$ cat src/rhc_pkg.sv
`timescale 1ns / 1ps
// ----------------------------------------------------------------------------
// RGB to HSV converter package
// Shared widths, payload types and the job record passed from front to back.
// ----------------------------------------------------------------------------
package rhc_pkg;

  localparam int COMP_BITS   = 8;
  localparam int HUE_BITS    = 16;
  localparam int HDIV_BITS   = COMP_BITS + 3;
  localparam int PIPE_DEPTH  = (HUE_BITS > COMP_BITS) ? HUE_BITS : COMP_BITS;
  localparam int QUEUE_DEPTH = 4;

  typedef struct packed {
    logic [COMP_BITS-1:0] red;
    logic [COMP_BITS-1:0] green;
    logic [COMP_BITS-1:0] blue;
    logic [COMP_BITS-1:0] alpha;
  } pix_in_t;

  typedef struct packed {
    logic [HUE_BITS-1:0]  hue;
    logic [COMP_BITS-1:0] saturation;
    logic [COMP_BITS-1:0] brightness;
    logic [COMP_BITS-1:0] alpha_out;
  } pix_out_t;

  typedef struct packed {
    logic                 grey;
    logic [COMP_BITS-1:0] brightness;
    logic [COMP_BITS-1:0] alpha;
    logic [COMP_BITS-1:0] sat_rem;
    logic [COMP_BITS-1:0] sat_low;
    logic [COMP_BITS-1:0] sat_div;
    logic [HDIV_BITS-1:0] hue_rem;
    logic [HDIV_BITS-1:0] hue_div;
  } job_t;

endpackage

$ cat src/rhc_front.sv
`timescale 1ns / 1ps
// ----------------------------------------------------------------------------
// RGB to HSV converter front end
// Classifies each pixel by its largest component and queues a division job.
// ----------------------------------------------------------------------------
module rhc_front #(
  parameter int DEPTH = rhc_pkg::QUEUE_DEPTH
) (
  input  logic            clk,
  input  logic            rst,
  input  logic            push,
  input  rhc_pkg::pix_in_t pixel,
  output logic            full,
  input  logic            take,
  output logic            job_valid,
  output rhc_pkg::job_t   job
);

  localparam int C  = rhc_pkg::COMP_BITS;
  localparam int HW = rhc_pkg::HDIV_BITS;
  localparam int PW = (DEPTH > 1) ? $clog2(DEPTH) : 1;
  localparam int CW = $clog2(DEPTH + 1);

  rhc_pkg::job_t  mem [DEPTH];
  rhc_pkg::job_t  cls;
  logic [PW-1:0]  wr_ptr;
  logic [PW-1:0]  rd_ptr;
  logic [CW-1:0]  count;
  logic           do_push;
  logic           do_pop;

  logic [C-1:0]    mx;
  logic [C-1:0]    mn;
  logic [C-1:0]    d;
  logic [HW-1:0]   d_ext;
  logic [HW-1:0]   six_d;
  logic [2*C-1:0]  prod;

  always_comb begin
    mx = pixel.red;
    if (pixel.green > mx) mx = pixel.green;
    if (pixel.blue > mx) mx = pixel.blue;
    mn = pixel.red;
    if (pixel.green < mn) mn = pixel.green;
    if (pixel.blue < mn) mn = pixel.blue;
    d     = mx - mn;
    d_ext = {3'b000, d};
    six_d = (d_ext << 2) + (d_ext << 1);
    prod  = {d, {C{1'b0}}} - {{C{1'b0}}, d};

    cls.grey       = (d == '0);
    cls.brightness = mx;
    cls.alpha      = pixel.alpha;
    cls.sat_rem    = prod[2*C-1:C];
    cls.sat_low    = prod[C-1:0];
    cls.sat_div    = mx;
    cls.hue_div    = six_d;
    priority if (mx == pixel.red) begin
      if (pixel.green >= pixel.blue) begin
        cls.hue_rem = {3'b000, pixel.green - pixel.blue};
      end else begin
        cls.hue_rem = six_d - {3'b000, pixel.blue - pixel.green};
      end
    end else if (mx == pixel.green) begin
      cls.hue_rem = (d_ext << 1) + {3'b000, pixel.blue} - {3'b000, pixel.red};
    end else begin
      cls.hue_rem = (d_ext << 2) + {3'b000, pixel.red} - {3'b000, pixel.green};
    end
  end

  assign full      = (count == CW'(DEPTH));
  assign job_valid = (count != '0);
  assign job       = mem[rd_ptr];
  assign do_push   = push && !full;
  assign do_pop    = take && job_valid;

  always_ff @(posedge clk) begin
    if (do_push) begin
      mem[wr_ptr] <= cls;
    end
  end

  always_ff @(posedge clk) begin
    if (rst) begin
      wr_ptr <= '0;
      rd_ptr <= '0;
      count  <= '0;
    end else begin
      if (do_push) begin
        wr_ptr <= (wr_ptr == PW'(DEPTH - 1)) ? '0 : wr_ptr + 1'b1;
      end
      if (do_pop) begin
        rd_ptr <= (rd_ptr == PW'(DEPTH - 1)) ? '0 : rd_ptr + 1'b1;
      end
      if (do_push && !do_pop) begin
        count <= count + 1'b1;
      end else if (do_pop && !do_push) begin
        count <= count - 1'b1;
      end
    end
  end

endmodule

$ cat src/rhc_div.sv
`timescale 1ns / 1ps
// ----------------------------------------------------------------------------
// RGB to HSV converter pipelined divider
// Restoring division, one quotient bit per stage, padded to a common depth.
// ----------------------------------------------------------------------------
module rhc_div #(
  parameter int W     = rhc_pkg::COMP_BITS,
  parameter int QBITS = rhc_pkg::COMP_BITS,
  parameter int DEPTH = rhc_pkg::PIPE_DEPTH
) (
  input  logic             clk,
  input  logic             en,
  input  logic [W-1:0]     rem_in,
  input  logic [QBITS-1:0] low_in,
  input  logic [W-1:0]     div_in,
  output logic [QBITS-1:0] quo
);

  logic [W-1:0]     rem_q [DEPTH];
  logic [QBITS-1:0] low_q [DEPTH];
  logic [W-1:0]     div_q [DEPTH];

  for (genvar i = 0; i < DEPTH; i++) begin : g_stage
    logic [W-1:0]     r_src;
    logic [QBITS-1:0] l_src;
    logic [W-1:0]     d_src;
    logic [W:0]       t;
    logic [W:0]       diff;
    logic             ge;
    logic [W-1:0]     r_nxt;
    logic [QBITS-1:0] l_nxt;

    if (i == 0) begin : g_first
      assign r_src = rem_in;
      assign l_src = low_in;
      assign d_src = div_in;
    end else begin : g_rest
      assign r_src = rem_q[i-1];
      assign l_src = low_q[i-1];
      assign d_src = div_q[i-1];
    end

    always_comb begin
      t    = {r_src, l_src[QBITS-1]};
      diff = t - {1'b0, d_src};
      ge   = (t >= {1'b0, d_src});
      if (i < QBITS) begin
        r_nxt = ge ? diff[W-1:0] : t[W-1:0];
        l_nxt = {l_src[QBITS-2:0], ge};
      end else begin
        r_nxt = r_src;
        l_nxt = l_src;
      end
    end

    always_ff @(posedge clk) begin
      if (en) begin
        rem_q[i] <= r_nxt;
        low_q[i] <= l_nxt;
        div_q[i] <= d_src;
      end
    end
  end

  assign quo = low_q[DEPTH-1];

endmodule

$ cat src/rhc_back.sv
`timescale 1ns / 1ps
// ----------------------------------------------------------------------------
// RGB to HSV converter back end
// Runs the hue and saturation divisions and holds the finished result.
// ----------------------------------------------------------------------------
module rhc_back (
  input  logic             clk,
  input  logic             rst,
  input  logic             job_valid,
  input  rhc_pkg::job_t    job,
  output logic             take,
  output logic             empty,
  input  logic             pop,
  output rhc_pkg::pix_out_t hsv
);

  localparam int C  = rhc_pkg::COMP_BITS;
  localparam int H  = rhc_pkg::HUE_BITS;
  localparam int HW = rhc_pkg::HDIV_BITS;
  localparam int N  = rhc_pkg::PIPE_DEPTH;

  logic         vld    [N];
  logic         grey   [N];
  logic [C-1:0] bright [N];
  logic [C-1:0] alpha  [N];
  logic         en;
  logic [H-1:0] hue_q;
  logic [C-1:0] sat_q;

  assign en   = !vld[N-1] || pop;
  assign take = en;

  rhc_div #(.W(HW), .QBITS(H), .DEPTH(N)) u_hue_div (
    .clk    (clk),
    .en     (en),
    .rem_in (job.hue_rem),
    .low_in ('0),
    .div_in (job.hue_div),
    .quo    (hue_q)
  );

  rhc_div #(.W(C), .QBITS(C), .DEPTH(N)) u_sat_div (
    .clk    (clk),
    .en     (en),
    .rem_in (job.sat_rem),
    .low_in (job.sat_low),
    .div_in (job.sat_div),
    .quo    (sat_q)
  );

  for (genvar i = 0; i < N; i++) begin : g_side
    always_ff @(posedge clk) begin
      if (rst) begin
        vld[i] <= 1'b0;
      end else if (en) begin
        vld[i] <= (i == 0) ? job_valid : vld[(i == 0) ? 0 : i - 1];
      end
    end

    always_ff @(posedge clk) begin
      if (en) begin
        if (i == 0) begin
          grey[i]   <= job.grey;
          bright[i] <= job.brightness;
          alpha[i]  <= job.alpha;
        end else begin
          grey[i]   <= grey[(i == 0) ? 0 : i - 1];
          bright[i] <= bright[(i == 0) ? 0 : i - 1];
          alpha[i]  <= alpha[(i == 0) ? 0 : i - 1];
        end
      end
    end
  end

  assign empty          = !vld[N-1];
  assign hsv.hue        = grey[N-1] ? '0 : hue_q;
  assign hsv.saturation = grey[N-1] ? '0 : sat_q;
  assign hsv.brightness = bright[N-1];
  assign hsv.alpha_out  = alpha[N-1];

endmodule

$ cat src/rgb_to_hsv_converter_top.sv
`timescale 1ns / 1ps
// Path: a pushed pixel is written into the job queue, then passes through the divider
// stages of the back end, whose depth is set by the one-bit-per-stage hue divider.
// Throughput: one pixel per cycle while results are being popped.
// Reset clears the job queue and the pipeline valid bits; results are lost.
// ----------------------------------------------------------------------------
// RGB to HSV converter top level
// Queue-style pixel interface around the classifying front and dividing back.
// ----------------------------------------------------------------------------
module rgb_to_hsv_converter_top #(
  parameter int QUEUE_DEPTH = rhc_pkg::QUEUE_DEPTH
) (
  input  logic              clk,
  input  logic              rst,
  input  logic              push,
  input  rhc_pkg::pix_in_t  pixel,
  output logic              full,
  output logic              empty,
  input  logic              pop,
  output rhc_pkg::pix_out_t hsv
);

  logic          take;
  logic          job_valid;
  rhc_pkg::job_t job;

  rhc_front #(.DEPTH(QUEUE_DEPTH)) u_front (
    .clk       (clk),
    .rst       (rst),
    .push      (push),
    .pixel     (pixel),
    .full      (full),
    .take      (take),
    .job_valid (job_valid),
    .job       (job)
  );

  rhc_back u_back (
    .clk       (clk),
    .rst       (rst),
    .job_valid (job_valid),
    .job       (job),
    .take      (take),
    .empty     (empty),
    .pop       (pop),
    .hsv       (hsv)
  );

endmodule

$ cat config.mk
export PLATFORM = sky130hd
export DESIGN_NAME = rgb_to_hsv_converter_top
export DESIGN_NICKNAME = d
export VERILOG_FILES = /design/src/rhc_pkg.sv /design/src/rhc_front.sv /design/src/rhc_div.sv /design/src/rhc_back.sv /design/src/rgb_to_hsv_converter_top.sv
export SDC_FILE = /design/constraint.sdc
export NUM_CORES = 2
export LEC_CHECK = 0
export ABC_CLOCK_PERIOD_IN_PS = 43900
export BUFFER_PORTS_ARGS = -buffer_cell sky130_fd_sc_hd__buf_2
export CAP_MARGIN = 30
export CORE_MARGIN = 4
export CORE_UTILIZATION = 30
export DETAILED_ROUTE_END_ITERATION = 8
export PLACE_DENSITY = 0.44
export SLEW_MARGIN = 40
export SYNTH_ARGS = -nofsm -noshare
export SYNTH_HDL_FRONTEND = slang
export SYNTH_SLANG_ARGS = --single-unit
$ cat constraint.sdc
create_clock -name clk -period 43.9 [get_ports clk]
set_input_delay 6.585 -clock clk [delete_from_list [all_inputs] [get_ports clk]]
set_output_delay 6.585 -clock clk [all_outputs]
set_load 0.02 [all_outputs]
==> implementation parameters <==
Parameter                              Value

Critical path
  Kind of cell adding the most delay to the critical path    compound AO/OA/AOI/OAI gates
  Reg2Reg Capture Point    u_back.u_hue_div.rem_q[0][7]
  Slowest cell delay on critical path    a little over 0.6 ns
  Cell with the largest stage delay on the worst path    xor2_2
  Worst endpoint required time    roughly 44 ns
  Worst setup path start    pixel[17]
  Critical Path Source Type    input port
  Setup CP Type    input port to register
  Most common cell type on the critical path    ha_1
  CP arrival    15.38 ns
  FF-to-FF path depth    16
  Register-to-register setup slack    38.97 ns
  CP Capture Type    register
  Worst Path Buf+Inv    7
  Highest net fanout along the worst path    20

Hold path
  End point of the worst hold path    u_back.u_sat_div.low_q[1][31]
  HP Start    u_back.u_sat_div.low_q[1][23]
  Tightest Hold Check Type    register to register
  Instance count along the most critical hold path    0

Layout
  Fin nets    between 4000 and 5000
  Fraction of final layout cells sized beyond drive strength 1    10.3%
  Area Overhead vs Synth    14.0%
  Number of antenna diodes    0

Route
  TritonRoute pass-1 iters    7
  DRC marker count from the first detailed-route iteration    between 1500 and 2000
  DR WL/cell    15.9 um
  DRC violations left    0
  Average vias per placed instance    roughly 4.4
  Post-Route WL    around 96000 um
  Remaining number of nets flagged by the antenna check after routing    0
  Total number of vias    roughly 27000

Clock network
  Clock tree from TritonCTS    yes
  Reg clk slew, reported paths    ~0.05 ns
  CTS-repair resized insts    0
  Clock insertion delay at the later pin of the skew report    0.74 ns
  # Post-CTS Setup Buffers    0
  Number of hold buffers added after CTS    0
  CTS Sinks    ~1100
  Inserted Clock Buffers    130
  Clock Tree Buf Depth    3
  Root buffer cell    clkbuf_16
  H-tree levels    4

Floorplan
  Initial Util    30.3%
  Die extent in y    between 400 and 500 um
  Top-level port count    78
  Horizontal die dimension    419 um
  Total Die Area    roughly 180000 um^2
  Number of placement rows    150
  Area of the placeable core    ~170000 um^2

Synthesis
  Post-Syn Nets    between 3000 and 4000
  Most numerous cell types in the synthesized netlist    edfxtp_1, inv_1, ha_1
  Syn Std Cell Area    50800 um^2
  Top-count cell post-synth    edfxtp_1
  Post-synthesis share of cell area spent on xor and xnor gates    under 10%
  Number of storage elements in the synthesis netlist    1112
  Combinational family with the most area after synthesis    adder cells
  Number of cells produced by synthesis    between 3000 and 4000
  Top cell type's share of synthesized area    65.2%
  Proportion of synthesized chip area in sequential cells    around two thirds
  Synthesized-area fraction occupied by and/or/nand/nor cells    between 5 and 6%
  Number of enable-type register cells in the synthesized netlist    1103
  Proportion of synthesized area in mux cells    under 10%
  Cell taking the most area after synthesis    edfxtp_1
  Unique masters post-synth    82
  Share of async-settable or async-resettable flops after synthesis    0%
  Avg Inst Size Synth    approximately 14 um^2
  Synthesis warning total    0
  Synthesized-area fraction occupied by adder cells    9.51%
  Largest cells by area after synthesis    edfxtp_1, ha_1, inv_1
  Synthesized-area fraction occupied by ao, oa, aoi and oai cells    7.69%
  Most used flip-flop cell after synthesis    edfxtp_1

STA
  Worst Clk Skew    roughly 0.028 ns
  Final Hold Vio Count    0
  Number of endpoints failing setup at the final stage    0
  PnR worst setup slack    roughly 29 ns
  Worst-case headroom to the max-slew limit    roughly 47%
  Highest Clock Rate    67.5 MHz
  RSZ-0062 raised after global routing    false
  Final period util    about a third
  Transition time at the pin with the least slew margin    roughly 0.79 ns
  Time the worst path needs with I/O delays and setup    around 15 ns
  TNS Setup    0 ns
  Final Max Slew Viols    0

Global route
  Number of global-route vias before repair    between 20000 and 30000
  Remaining Overflow, GRT    0
  First-pass GRT wire length    about 150000 um
  Pin count of the biggest net entering global routing    between 100 and 150
  Initial antenna violation count    2
  Total track usage    a little over a tenth

Placement
  Minimum setup slack after placement    28.40 ns
  GPL Wtd Cong    ~0.8
  Number of buffers added on ports    between 70 and 80
  HPWL reported at the end of detailed placement    around 66000 um

Status
  Result of the run    complete, no violations

Job
  Max-capacitance violation count    0
## per-stage QoR
stage | std cells | cell area (um^2) | hold WS (ns) | util, %
after floorplan | 3573 | 50800 | 0.400 | -
after global placement | 5805 | 53800 | 0.400 | 32.1
after detailed placement | 5806 | 53900 | 0.405 | 32.1
after CTS | 6032 | 57900 | 0.399 | 34.5
after global routing | 6032 | 57900 | 0.411 | 34.5
final | 6032 | 57900 | 0.400 | 34.5
## cell usage in the layout, fill, tap and decap left out, drive strengths merged, types with 5 or more instances in the layout
cell and count:
a211oi 18, a21boi 5, a21o 87, a21oi 237
a221oi 19, and2 40, buf 103, bufinv 6
clkbuf 168, clkinv 44, dfxtp 9, edfxtp 1103
fa 37, ha 325, inv 443, mux2 29
mux2i 32, mux4 51, nand2 163, nand2b 50
nand3 17, nand4 43, nor2 176, nor2b 72
nor3 13, nor3b 6, nor4 6, o211a 9
o211ai 9, o21ai 186, o21bai 19, o31ai 22
or4 20, xnor2 154, xor2 57
## state kept, by name, summed over array words and instances, names as in the netlist, named ones only
register / cells
u_back.u_sat_div.rem_q: 56
u_back.grey: 16
u_front.count: 3
u_back.alpha: 128
u_back.u_hue_div.div_q: 143
u_front.mem: 208
u_front.wr_ptr: 2
u_front.rd_ptr: 2
u_back.u_sat_div.div_q: 1
u_back.bright: 127
u_back.u_hue_div.low_q: 136
u_back.vld: 16
u_back.u_sat_div.low_q: 122
u_back.u_hue_div.rem_q: 150
## worst max-delay path by stage
stage / to / slack, ns / cells past startpoint
2_1_floorplan: u_front.count[2] / 10.40 / 8
3_3_place_gp: u_front.mem[0][21] / 28.45 / 36
3_5_place_dp: u_front.mem[1][21] / 28.40 / 36
4_1_cts: u_front.mem[0][21] / 29.19 / 36
5_1_grt: u_front.mem[0][20] / 28.51 / 35
6_report: u_front.mem[3][21] / 29.08 / 36
## cells by family (layout without fill, tap and decap cells)
kind of cell,after synthesis,in the layout
flops,1112,1112
compound gates,644,644
simple gates,617,617
buf+inv,511,766
fa+ha+maj,364,364
xor+xnor,213,213
mux,112,112
## final cells by class
class	instances	area, um^2
fill	16300	110000
sequential	1112	33300
multi-input combinational	1950	15600
clock buffer	168	3470
tap	2204	2760
inverter	437	1640
timing repair buffer	103	643
clock inverter	58	504
## metal layers
metal | global-route usage, % | vias to the layer above | routed length, um
met5 | 0 | - | 7
met4 | 3.47 | 2 | 2280
met3 | 2.32 | 162 | 3480
met2 | 19.5 | 325 | 48600
met1 | 13.2 | 12900 | 41300
li1 | - | 13300 | -
Power is left out: the tool's default activity adds up to more than one toggle a clock period on the data nets, which glitch-free logic cannot reach.
